$ cat config.mk
export PLATFORM = sky130hd
export DESIGN_NAME = link_watchdog_escalation_top_flat
export DESIGN_NICKNAME = d
export VERILOG_FILES = /design/src/rtl/lwe_pkg.sv /design/src/rtl/lwe_if.sv /design/src/rtl/link_watchdog_escalation_top.sv /design/src/flat_wrapper.sv
export SDC_FILE = /design/constraint.sdc
export NUM_CORES = 1
export LEC_CHECK = 0
export BUFFER_PORTS_ARGS = -buffer_cell sky130_fd_sc_hd__buf_2
export CAP_MARGIN = 20
export CORE_UTILIZATION = 25
export CTS_CLUSTER_DIAMETER = 60
export DETAILED_ROUTE_END_ITERATION = 16
export PLACE_DENSITY = 0.38
export SETUP_SLACK_MARGIN = 0.05
export SLEW_MARGIN = 20
export SYNTH_ARGS = -nofsm -noshare
export SYNTH_HDL_FRONTEND = slang
export SYNTH_SLANG_ARGS = --single-unit
$ cat constraint.sdc
create_clock -name clk -period 8.4 [get_ports clk]
set_input_delay 0.42 -clock clk [delete_from_list [all_inputs] [get_ports clk]]
set_output_delay 0.42 -clock clk [all_outputs]
set_load 0.01 [all_outputs]
$ cat src/rtl/lwe_pkg.sv
// Package for the link watchdog escalation block: action and mode codes,
// register indexes and reset values of the configuration registers.
// No dependencies; every other file of the block imports it.
`timescale 1ns / 1ps

package lwe_pkg;

    // Widths fixed by the word format and the register file.
    localparam int unsigned CFG_INDEX_W = 3;
    localparam int unsigned CFG_DATA_W  = 32;
    localparam int unsigned COUNT_W     = 8;
    localparam int unsigned MS_W        = 32;

    // Defaults for the top-level parameters.
    localparam logic [MS_W-1:0] BOOT_ANNOUNCE_DELAY_MS_DEF = 32'd10000;
    localparam int unsigned     TIME_WIDTH_DEF             = 32;

    // Actions ordered by one event.
    typedef enum logic [2:0] {
        ACT_NONE   = 3'd0,
        ACT_PROBE  = 3'd1,
        ACT_SOFT   = 3'd2,
        ACT_HARD   = 3'd3,
        ACT_REBOOT = 3'd4
    } action_t;

    // Escalation tier.
    typedef enum logic [1:0] {
        MODE_HEALTHY = 2'd0,
        MODE_SOFT    = 2'd1,
        MODE_HARD    = 2'd2,
        MODE_REBOOT  = 2'd3
    } wd_mode_t;

    // Configuration register indexes.
    typedef enum logic [CFG_INDEX_W-1:0] {
        REG_SOFT_RETRY_LIMIT     = 3'd0,
        REG_HARD_RETRY_LIMIT     = 3'd1,
        REG_PROBE_FAIL_THRESHOLD = 3'd2,
        REG_HEALTHY_INTERVAL_MS  = 3'd3,
        REG_RECOVERY_INTERVAL_MS = 3'd4,
        REG_PROBE_TIMEOUT_MS     = 3'd5,
        REG_ANNOUNCE_REFRESH_MS  = 3'd6,
        REG_AUTO_REBOOT_ENABLE   = 3'd7
    } cfg_reg_t;

    // Reset values of the configuration registers.
    localparam logic [COUNT_W-1:0] SOFT_RETRY_LIMIT_RST     = 8'd3;
    localparam logic [COUNT_W-1:0] HARD_RETRY_LIMIT_RST     = 8'd2;
    localparam logic [COUNT_W-1:0] PROBE_FAIL_THRESHOLD_RST = 8'd3;
    localparam logic [MS_W-1:0]    HEALTHY_INTERVAL_MS_RST  = 32'd10000;
    localparam logic [MS_W-1:0]    RECOVERY_INTERVAL_MS_RST = 32'd5000;
    localparam logic [MS_W-1:0]    PROBE_TIMEOUT_MS_RST     = 32'd3000;
    localparam logic [MS_W-1:0]    ANNOUNCE_REFRESH_MS_RST  = 32'd60000;

    localparam logic [COUNT_W-1:0] COUNT_MAX = {COUNT_W{1'b1}};

endpackage

$ cat src/rtl/lwe_if.sv
// Valid/ready channel interfaces for the link watchdog escalation block:
// one for event words in, one for result words out.
// Depends on lwe_pkg for the field types.
`timescale 1ns / 1ps

interface lwe_in_if;
    import lwe_pkg::*;

    logic            valid;
    logic            ready;
    logic [MS_W-1:0] now_ms;
    logic            link_up;
    logic            probe_reply;
    logic            probe_can_start;
    logic            hard_reconnect_ok;

    modport source (
        output valid, now_ms, link_up, probe_reply, probe_can_start, hard_reconnect_ok,
        input  ready
    );
    modport sink (
        input  valid, now_ms, link_up, probe_reply, probe_can_start, hard_reconnect_ok,
        output ready
    );
endinterface

interface lwe_out_if;
    import lwe_pkg::*;

    logic               valid;
    logic               ready;
    logic [2:0]         action;
    logic               end_probe;
    logic               restart_announce;
    logic               resync_time;
    logic [1:0]         watchdog_state;
    logic [COUNT_W-1:0] soft_tries;
    logic [COUNT_W-1:0] hard_tries;
    logic [COUNT_W-1:0] probe_fails;

    modport source (
        output valid, action, end_probe, restart_announce, resync_time,
               watchdog_state, soft_tries, hard_tries, probe_fails,
        input  ready
    );
    modport sink (
        input  valid, action, end_probe, restart_announce, resync_time,
               watchdog_state, soft_tries, hard_tries, probe_fails,
        output ready
    );
endinterface

$ cat src/rtl/link_watchdog_escalation_top.sv
// Top level of the link watchdog escalation block: input register,
// single-pass decision logic, watchdog state and result register.
// Depends on lwe_pkg and on the channel interfaces in lwe_if.sv.
//
//   Channel   Direction  Handshake     Carries
//   evt       in         valid/ready   now_ms, link_up, probe_reply,
//                                      probe_can_start, hard_reconnect_ok
//   res       out        valid/ready   action, end_probe, restart_announce,
//                                      resync_time, watchdog_state, tries
//   cfg       in         cfg_wr_en     cfg_index, cfg_data (write only)
//
// Every event word gives exactly one result word. A word waits in the input
// register, where the decision logic evaluates it against the watchdog
// state; at the edge it moves to the result register the state is updated,
// so the next word already sees it. Result valid rises at that same edge.
// One word is taken per clock as long as the result side keeps taking
// words. The result register and the input register each hold one word, so
// a stalled sink fills both and only then drops evt.ready. Reset clears the
// handshake and restores all watchdog state and configuration registers to
// their defaults.
`timescale 1ns / 1ps

module link_watchdog_escalation_top
    import lwe_pkg::*;
#(
    parameter logic [MS_W-1:0] BOOT_ANNOUNCE_DELAY_MS = BOOT_ANNOUNCE_DELAY_MS_DEF,
    parameter int unsigned     TIME_WIDTH             = TIME_WIDTH_DEF
)
(
    input  logic                   clk,
    input  logic                   rst_n,
    input  logic                   cfg_wr_en,
    input  logic [CFG_INDEX_W-1:0] cfg_index,
    input  logic [CFG_DATA_W-1:0]  cfg_data,
    lwe_in_if.sink                 evt,
    lwe_out_if.source              res
);

    // Time compares run in a width that holds both the stored time and the
    // 32-bit intervals.
    localparam int unsigned TW = TIME_WIDTH;
    localparam int unsigned CW = (TW > MS_W) ? TW : MS_W;

    // ------------------------------------------------------------------
    // Configuration registers
    // ------------------------------------------------------------------
    logic [COUNT_W-1:0] soft_limit_reg;
    logic [COUNT_W-1:0] hard_limit_reg;
    logic [COUNT_W-1:0] fail_thresh_reg;
    logic [MS_W-1:0]    healthy_ivl_reg;
    logic [MS_W-1:0]    recovery_ivl_reg;
    logic [MS_W-1:0]    probe_tmo_reg;
    logic [MS_W-1:0]    ann_refresh_reg;
    logic               auto_reboot_reg;

    always_ff @(posedge clk or negedge rst_n)
    begin
        if (!rst_n)
        begin
            soft_limit_reg   <= SOFT_RETRY_LIMIT_RST;
            hard_limit_reg   <= HARD_RETRY_LIMIT_RST;
            fail_thresh_reg  <= PROBE_FAIL_THRESHOLD_RST;
            healthy_ivl_reg  <= HEALTHY_INTERVAL_MS_RST;
            recovery_ivl_reg <= RECOVERY_INTERVAL_MS_RST;
            probe_tmo_reg    <= PROBE_TIMEOUT_MS_RST;
            ann_refresh_reg  <= ANNOUNCE_REFRESH_MS_RST;
            auto_reboot_reg  <= 1'b1;
        end
        else if (cfg_wr_en)
        begin
            case (cfg_reg_t'(cfg_index))
                REG_SOFT_RETRY_LIMIT:     soft_limit_reg   <= cfg_data[COUNT_W-1:0];
                REG_HARD_RETRY_LIMIT:     hard_limit_reg   <= cfg_data[COUNT_W-1:0];
                REG_PROBE_FAIL_THRESHOLD: fail_thresh_reg  <= cfg_data[COUNT_W-1:0];
                REG_HEALTHY_INTERVAL_MS:  healthy_ivl_reg  <= cfg_data[MS_W-1:0];
                REG_RECOVERY_INTERVAL_MS: recovery_ivl_reg <= cfg_data[MS_W-1:0];
                REG_PROBE_TIMEOUT_MS:     probe_tmo_reg    <= cfg_data[MS_W-1:0];
                REG_ANNOUNCE_REFRESH_MS:  ann_refresh_reg  <= cfg_data[MS_W-1:0];
                REG_AUTO_REBOOT_ENABLE:   auto_reboot_reg  <= cfg_data[0];
                default:                  ;
            endcase
        end
    end

    // ------------------------------------------------------------------
    // Handshake: input register feeds the result register. A word moves
    // forward when the result register is empty or being drained.
    // ------------------------------------------------------------------
    logic in_valid_reg;
    logic out_valid_reg;
    logic advance;

    assign advance   = in_valid_reg && (!out_valid_reg || res.ready);
    assign evt.ready = !in_valid_reg || advance;
    assign res.valid = out_valid_reg;

    always_ff @(posedge clk or negedge rst_n)
    begin
        if (!rst_n)
        begin
            in_valid_reg  <= 1'b0;
            out_valid_reg <= 1'b0;
        end
        else
        begin
            if (evt.ready)
            begin
                in_valid_reg <= evt.valid;
            end
            if (advance)
            begin
                out_valid_reg <= 1'b1;
            end
            else if (res.ready)
            begin
                out_valid_reg <= 1'b0;
            end
        end
    end

    // Input payload register.
    logic [TW-1:0] now_reg;
    logic          link_up_reg;
    logic          reply_reg;
    logic          can_start_reg;
    logic          hard_ok_reg;

    always_ff @(posedge clk)
    begin
        if (evt.valid && evt.ready)
        begin
            now_reg       <= TW'(evt.now_ms);
            link_up_reg   <= evt.link_up;
            reply_reg     <= evt.probe_reply;
            can_start_reg <= evt.probe_can_start;
            hard_ok_reg   <= evt.hard_reconnect_ok;
        end
    end

    // ------------------------------------------------------------------
    // Watchdog state
    // ------------------------------------------------------------------
    wd_mode_t           mode_reg,       mode_next;
    logic [COUNT_W-1:0] soft_cnt_reg,   soft_cnt_next;
    logic [COUNT_W-1:0] hard_cnt_reg,   hard_cnt_next;
    logic [COUNT_W-1:0] fail_cnt_reg,   fail_cnt_next;
    logic               probe_run_reg,  probe_run_next;
    logic [TW-1:0]      probe_t0_reg,   probe_t0_next;
    logic [TW-1:0]      last_check_reg, last_check_next;
    logic [TW-1:0]      last_ann_reg,   last_ann_next;
    logic               boot_done_reg,  boot_done_next;

    always_ff @(posedge clk or negedge rst_n)
    begin
        if (!rst_n)
        begin
            mode_reg       <= MODE_HEALTHY;
            soft_cnt_reg   <= '0;
            hard_cnt_reg   <= '0;
            fail_cnt_reg   <= '0;
            probe_run_reg  <= 1'b0;
            probe_t0_reg   <= '0;
            last_check_reg <= '0;
            last_ann_reg   <= '0;
            boot_done_reg  <= 1'b0;
        end
        else if (advance)
        begin
            mode_reg       <= mode_next;
            soft_cnt_reg   <= soft_cnt_next;
            hard_cnt_reg   <= hard_cnt_next;
            fail_cnt_reg   <= fail_cnt_next;
            probe_run_reg  <= probe_run_next;
            probe_t0_reg   <= probe_t0_next;
            last_check_reg <= last_check_next;
            last_ann_reg   <= last_ann_next;
            boot_done_reg  <= boot_done_next;
        end
    end

    // ------------------------------------------------------------------
    // Decision logic for the word in the input register.
    // ------------------------------------------------------------------
    action_t            act;
    logic               end_probe_c;
    logic               announce_c;
    logic               resync_c;
    logic               recover;
    logic               finished;
    logic               timed_out;
    logic               check_due;
    logic               refresh_due;
    logic [MS_W-1:0]    interval;
    logic [TW-1:0]      probe_age;
    logic [TW-1:0]      check_age;
    logic [TW-1:0]      ann_age;
    logic [COUNT_W-1:0] fail_bumped;
    logic               boot_fire;
    logic [TW-1:0]      last_ann_next_boot;

    // Time differences wrap in the stored time width.
    assign probe_age   = now_reg - probe_t0_reg;
    assign check_age   = now_reg - last_check_reg;
    assign fail_bumped = (fail_cnt_reg == COUNT_MAX) ? fail_cnt_reg : fail_cnt_reg + 1'b1;
    assign timed_out   = CW'(probe_age) >= CW'(probe_tmo_reg);
    assign interval    = (mode_reg != MODE_HEALTHY || fail_cnt_reg != '0)
                         ? recovery_ivl_reg : healthy_ivl_reg;
    assign check_due   = CW'(check_age) >= CW'(interval);

    assign boot_fire          = !boot_done_reg
                                && (CW'(now_reg) >= CW'(BOOT_ANNOUNCE_DELAY_MS));
    assign last_ann_next_boot = boot_fire ? now_reg : last_ann_reg;

    // The boot announce may refresh the announce time in the same word, so
    // the refresh check measures from the updated value.
    assign ann_age     = now_reg - last_ann_next_boot;
    assign refresh_due = CW'(ann_age) >= CW'(ann_refresh_reg);

    always_comb
    begin
        mode_next       = mode_reg;
        soft_cnt_next   = soft_cnt_reg;
        hard_cnt_next   = hard_cnt_reg;
        fail_cnt_next   = fail_cnt_reg;
        probe_run_next  = probe_run_reg;
        probe_t0_next   = probe_t0_reg;
        last_check_next = last_check_reg;
        last_ann_next   = last_ann_next_boot;
        boot_done_next  = boot_done_reg || boot_fire;
        act             = ACT_NONE;
        end_probe_c     = 1'b0;
        announce_c      = boot_fire;
        resync_c        = 1'b0;
        recover         = 1'b0;
        finished        = 1'b0;

        if (probe_run_reg)
        begin
            // A running probe ends on a reply or on timeout.
            if (reply_reg || timed_out)
            begin
                end_probe_c    = 1'b1;
                probe_run_next = 1'b0;
                if (!reply_reg)
                begin
                    fail_cnt_next = fail_bumped;
                    if (fail_bumped < fail_thresh_reg)
                    begin
                        last_check_next = now_reg;
                        finished        = 1'b1;
                    end
                end
                if (!finished)
                begin
                    if (refresh_due)
                    begin
                        announce_c    = 1'b1;
                        last_ann_next = now_reg;
                    end
                    if (reply_reg)
                    begin
                        // Reply received: the link is healthy again.
                        resync_c        = (mode_reg != MODE_HEALTHY);
                        mode_next       = MODE_HEALTHY;
                        soft_cnt_next   = '0;
                        hard_cnt_next   = '0;
                        fail_cnt_next   = '0;
                        last_check_next = now_reg;
                    end
                    else
                    begin
                        // Failure threshold reached: count as link loss.
                        fail_cnt_next = '0;
                        recover       = 1'b1;
                    end
                end
            end
        end
        else if (check_due)
        begin
            last_check_next = now_reg;
            if (!link_up_reg)
            begin
                recover = 1'b1;
            end
            else if (can_start_reg)
            begin
                probe_run_next = 1'b1;
                probe_t0_next  = now_reg;
                act            = ACT_PROBE;
            end
            else
            begin
                // No gateway to probe counts as a failed probe.
                fail_cnt_next = fail_bumped;
                if (fail_bumped >= fail_thresh_reg)
                begin
                    recover = 1'b1;
                end
            end
        end

        // Escalation ladder: soft tier, hard tier, then reboot or wrap.
        if (recover)
        begin
            if (soft_cnt_reg < soft_limit_reg)
            begin
                mode_next     = MODE_SOFT;
                soft_cnt_next = soft_cnt_reg + 1'b1;
                act           = ACT_SOFT;
            end
            else if (hard_cnt_reg < hard_limit_reg)
            begin
                mode_next     = MODE_HARD;
                hard_cnt_next = hard_cnt_reg + 1'b1;
                act           = ACT_HARD;
                if (hard_ok_reg)
                begin
                    announce_c    = 1'b1;
                    last_ann_next = now_reg;
                    resync_c      = 1'b1;
                    mode_next     = MODE_HEALTHY;
                    soft_cnt_next = '0;
                    hard_cnt_next = '0;
                    fail_cnt_next = '0;
                end
            end
            else if (!auto_reboot_reg)
            begin
                soft_cnt_next = '0;
                hard_cnt_next = '0;
            end
            else
            begin
                mode_next = MODE_REBOOT;
                act       = ACT_REBOOT;
            end
        end
    end

    // ------------------------------------------------------------------
    // Result register
    // ------------------------------------------------------------------
    action_t            action_reg;
    logic               end_probe_reg;
    logic               announce_reg;
    logic               resync_reg;
    wd_mode_t           state_out_reg;
    logic [COUNT_W-1:0] soft_out_reg;
    logic [COUNT_W-1:0] hard_out_reg;
    logic [COUNT_W-1:0] fail_out_reg;

    always_ff @(posedge clk)
    begin
        if (advance)
        begin
            action_reg    <= act;
            end_probe_reg <= end_probe_c;
            announce_reg  <= announce_c;
            resync_reg    <= resync_c;
            state_out_reg <= mode_next;
            soft_out_reg  <= soft_cnt_next;
            hard_out_reg  <= hard_cnt_next;
            fail_out_reg  <= fail_cnt_next;
        end
    end

    assign res.action           = action_reg;
    assign res.end_probe        = end_probe_reg;
    assign res.restart_announce = announce_reg;
    assign res.resync_time      = resync_reg;
    assign res.watchdog_state   = state_out_reg;
    assign res.soft_tries       = soft_out_reg;
    assign res.hard_tries       = hard_out_reg;
    assign res.probe_fails      = fail_out_reg;

endmodule

$ cat src/flat_wrapper.sv
// flat-port wrapper written by rule: the top's interface ports become plain ports
module link_watchdog_escalation_top_flat import lwe_pkg::*;
#(
    parameter logic [MS_W-1:0] BOOT_ANNOUNCE_DELAY_MS = BOOT_ANNOUNCE_DELAY_MS_DEF,
    parameter int unsigned     TIME_WIDTH             = TIME_WIDTH_DEF
)
  (clk, rst_n, cfg_wr_en, cfg_index, cfg_data, evt_valid, evt_now_ms, evt_link_up, evt_probe_reply, evt_probe_can_start, evt_hard_reconnect_ok, evt_ready, res_valid, res_action, res_end_probe, res_restart_announce, res_resync_time, res_watchdog_state, res_soft_tries, res_hard_tries, res_probe_fails, res_ready);
  lwe_in_if evt_i ();
  lwe_out_if res_i ();
  input  logic clk;
  input  logic rst_n;
  input  logic cfg_wr_en;
  input  logic [CFG_INDEX_W-1:0] cfg_index;
  input  logic [CFG_DATA_W-1:0] cfg_data;
  input wire logic [$bits(evt_i.valid)-1:0] evt_valid;
  input wire logic [$bits(evt_i.now_ms)-1:0] evt_now_ms;
  input wire logic [$bits(evt_i.link_up)-1:0] evt_link_up;
  input wire logic [$bits(evt_i.probe_reply)-1:0] evt_probe_reply;
  input wire logic [$bits(evt_i.probe_can_start)-1:0] evt_probe_can_start;
  input wire logic [$bits(evt_i.hard_reconnect_ok)-1:0] evt_hard_reconnect_ok;
  output wire logic [$bits(evt_i.ready)-1:0] evt_ready;
  output wire logic [$bits(res_i.valid)-1:0] res_valid;
  output wire logic [$bits(res_i.action)-1:0] res_action;
  output wire logic [$bits(res_i.end_probe)-1:0] res_end_probe;
  output wire logic [$bits(res_i.restart_announce)-1:0] res_restart_announce;
  output wire logic [$bits(res_i.resync_time)-1:0] res_resync_time;
  output wire logic [$bits(res_i.watchdog_state)-1:0] res_watchdog_state;
  output wire logic [$bits(res_i.soft_tries)-1:0] res_soft_tries;
  output wire logic [$bits(res_i.hard_tries)-1:0] res_hard_tries;
  output wire logic [$bits(res_i.probe_fails)-1:0] res_probe_fails;
  input wire logic [$bits(res_i.ready)-1:0] res_ready;
  assign evt_i.valid = evt_valid;
  assign evt_i.now_ms = evt_now_ms;
  assign evt_i.link_up = evt_link_up;
  assign evt_i.probe_reply = evt_probe_reply;
  assign evt_i.probe_can_start = evt_probe_can_start;
  assign evt_i.hard_reconnect_ok = evt_hard_reconnect_ok;
  assign evt_ready = evt_i.ready;
  assign res_valid = res_i.valid;
  assign res_action = res_i.action;
  assign res_end_probe = res_i.end_probe;
  assign res_restart_announce = res_i.restart_announce;
  assign res_resync_time = res_i.resync_time;
  assign res_watchdog_state = res_i.watchdog_state;
  assign res_soft_tries = res_i.soft_tries;
  assign res_hard_tries = res_i.hard_tries;
  assign res_probe_fails = res_i.probe_fails;
  assign res_i.ready = res_ready;
  link_watchdog_escalation_top #(.BOOT_ANNOUNCE_DELAY_MS(BOOT_ANNOUNCE_DELAY_MS), .TIME_WIDTH(TIME_WIDTH)) u_core (.clk(clk), .rst_n(rst_n), .cfg_wr_en(cfg_wr_en), .cfg_index(cfg_index), .cfg_data(cfg_data), .evt(evt_i), .res(res_i));
endmodule
==> impl_metrics.yaml <==
run_status:
  status: "complete, no violations"
synth:
  synth_edf_count: 68
  synth.avg_cell_area_um2: 10.3
  syn_area_um2: 21700
  syn_nets: 2396
  synth_ff_type: "dfrtp_1"
  yosys_warnings: 0
  synthArstFlopShare_pct: 80.4
  synth.distinct_cells: 76
  yosys_register_bits: 347
  synth_top_area_share_pct: 28.7
  synth_area_leaders: "dfrtp_1, ha_1, edfxtp_1, mux2_2, o21ai_0"
  yosysTopAreaCell: "dfrtp_1"
  synth-seq-area-share_pct: 41.8
  syn_inst: 2101
timing:
  hold_ws_ns: 0.0330
  grt_setup_unrepaired: "false"
  worst_pin_slew_ns: 0.946
  setup_viol: 0
  period_share_pct: 87.2
  fin_tns_setup_ns: 0
  slew_viol_final: 0
  fmax_mhz: 136
  period_minus_slack_ns: 7.33
  layout_setup_ws_ns: 1.07
  clock_skew_ns: 0.0474
  slew-limit-headroom_pct: 36.9
  final-hold-violation-count: 0
routing:
  ant_nets: 0
  drtIter0Drc: 919
  wl_um: 67500
  post_drt_wl_per_cell_um: 19.5
  via_count: 16300
  avgViaCountPerCell: 4.69
  drcViolationCount: 0
  dr.pass1.iters: 4
final_layout:
  area_growth_pct: 18.8
  fin_cells: 3468
  drive_above_1_share_pct: 20.2
  fin_util_pct: 30.1
  final_cell_mix: "dfrtp_1, ha_1, inv_1"
  n_fill_cell: 8869
  final_common_cell: "dfrtp_1"
  design_area_um2: 25800
  final_nets: 2574
placement:
  place_inst: 3347
  dp_hpwl_um: 50700
  dp_slack_ns: 1.10
  placed_cell_area_um2: 23900
  gp_congestion: 0.821
  port_buffers: 109
worst_setup_path:
  r2r_slack_ns: 1.07
  r2r_cells: 29
  cp_common_cell: "a21oi_1"
  cp_slowest_cell: "or4_1"
  cp-start-kind: "register"
  worst_ep_arrival_time_ns: 7.81
  critical_path_class: "register to register"
  cp_max_fo: 20
  end_kind: "register"
  r2r_end: "u_core.last_ann_reg[29]"
  r2r_start: "u_core.now_reg[26]"
  required_ns: 8.88
  cpPeakStageDelay_ns: 0.61
worst_hold_path:
  min_from: "evt_now_ms[3]"
  hold_class: "primary input to register"
  hold_depth: 1
  hold_end: "u_core.now_reg[3]"
floorplan:
  start_util_pct: 25.3
  die_x_um: 296
  core_um2: 85500
  die_h_um: 296
  pin_count: 110
  die-area_um2: 87900
  rows: 107
clock_network:
  clockRootBuffer: "clkbuf_16"
  clock-sinks: 347
  clock_latency_ns: 0.62
  postCtsSetupBuffers: 0
  numCtsBuffers: 51
  clockBufferDepth: 3
  cts_resized: 0
  cts.htree.levels: 2
  cts_tree: "done"
  clk_pin_slew_ns: 0.06
power:
  pwr-share-clk_pct: 22.1
  power_mw: 9.63
  power_density_nw_per_um2: 374
  p_seq_share_pct: 25.7
  internal-power_mw: 5.65
  switching_power_mw: 3.98
  p_sw_share_pct: 41.4
  ir_drop_mv: 0.169
  comb_power_share_pct: 52.2
  p_leak_nw: 11.7
global_route:
  grt_usage_pct: 15.6
  grt_antenna_before_repair: 3
  grt_max_degree: 102
  grt_pass1_vias: 16500
  grt_overflow: 0
  grt_first_pass_wirelength_um: 103000
job:
  maxCapViolCount: 0
==> Yosys cell counts (all sizes together) (6+ instances only) <==
library cell / count
dfrtp: 249
ha: 216
inv: 183
mux2: 171
o21ai: 171
nand2: 157
a21oi: 129
nor2: 81
a21o: 71
mux2i: 69
edfxtp: 68
xnor2: 60
clkbuf: 46
nand3: 42
nor3: 35
xor2: 32
dfstp: 30
o21a: 24
nand2b: 23
a211oi: 22
nand4: 19
nor2b: 18
and3: 15
o21bai: 14
nor4: 13
a31oi: 11
buf: 11
a22o: 9
o31ai: 9
or3: 8
a2111oi: 7
a21boi: 6
and4: 6
nor3b: 6
or2: 6
==> final cells by class <==
class,count,area [µm²],share of cell area (%)
clock buffer,65,1380,5.35
multi-input combinational,1513,11700,45.5
inverter,184,691,2.68
antenna,2,5.00,0.0194
timing repair buffer,182,1170,4.56
clock inverter,31,298,1.16
sequential,347,9060,35.2
tap,1144,1430,5.56
==> cells by family (layout without fill, tap and decap cells) <==
kind of cell | after synthesis | after routing | share of synthesized area [%]
AOI/OAI and AO/OA | 516 | 516 | 14.8
and+or+nand+nor | 446 | 446 | 10.1
DFF | 347 | 347 | 41.8
buffers and inverters | 241 | 462 | 4.32
muxes | 240 | 240 | 12.5
adders and majority gates | 219 | 219 | 12.7
xor gates and xnor gates | 92 | 92 | 3.72
other | 0 | 2 | 0
==> power by group through the flow <==
stage	logic [mW]	clock network, mW	registers, mW
after detailed placement	5.05	0	2.50
after global placement	5.01	0	2.50
after floorplan	3.59	0	2.45
final	5.03	2.13	2.48
after global routing	5.71	2.26	2.53
after CTS	5.10	2.20	2.48
==> metal layers <==
| layer | track usage, % | part of all wire [%] | up-vias |
|---|---|---|---|
| li1 | - | - | 7921 |
| met1 | 21.1 | 48 | 8022 |
| met2 | 26.1 | 47 | 235 |
| met3 | 2.17 | 3.0 | 74 |
| met4 | 3.46 | 1.8 | 2 |
| met5 | 0 | 0.010 | - |
==> worst max-delay path, delay by kind of cell (launching register included) <==
kind | cells | cell delay, ns
AOI/OAI and AO/OA | 15 | 3.00
and+or+nand+nor | 7 | 1.89
muxes | 2 | 0.64
adders and majority gates | 2 | 0.55
DFF | 1 | 0.53
buffers and inverters | 2 | 0.45
xor gates and xnor gates | 1 | 0.14
==> worst max-delay path by stage <==
stage / slack, ns / to / start
floorplan: 1.89 / u_core.last_ann_reg[19] / u_core.now_reg[29]
global placement: 1.03 / u_core.last_ann_reg[29] / u_core.now_reg[31]
detailed placement: 1.10 / u_core.last_ann_reg[30] / u_core.now_reg[24]
CTS: 1.04 / u_core.last_ann_reg[9] / u_core.now_reg[31]
global route: 0.48 / u_core.last_ann_reg[29] / u_core.now_reg[26]
finish: 1.07 / u_core.last_ann_reg[29] / u_core.now_reg[26]
==> repair_timing <==
action / 4_1_cts / 5_1_grt
hold buffers: 23 / 0
endpoints found under the hold margin: 117 / 0
setup endpoints to repair: 0 / 0
Power figures use the tool's default switching activity.
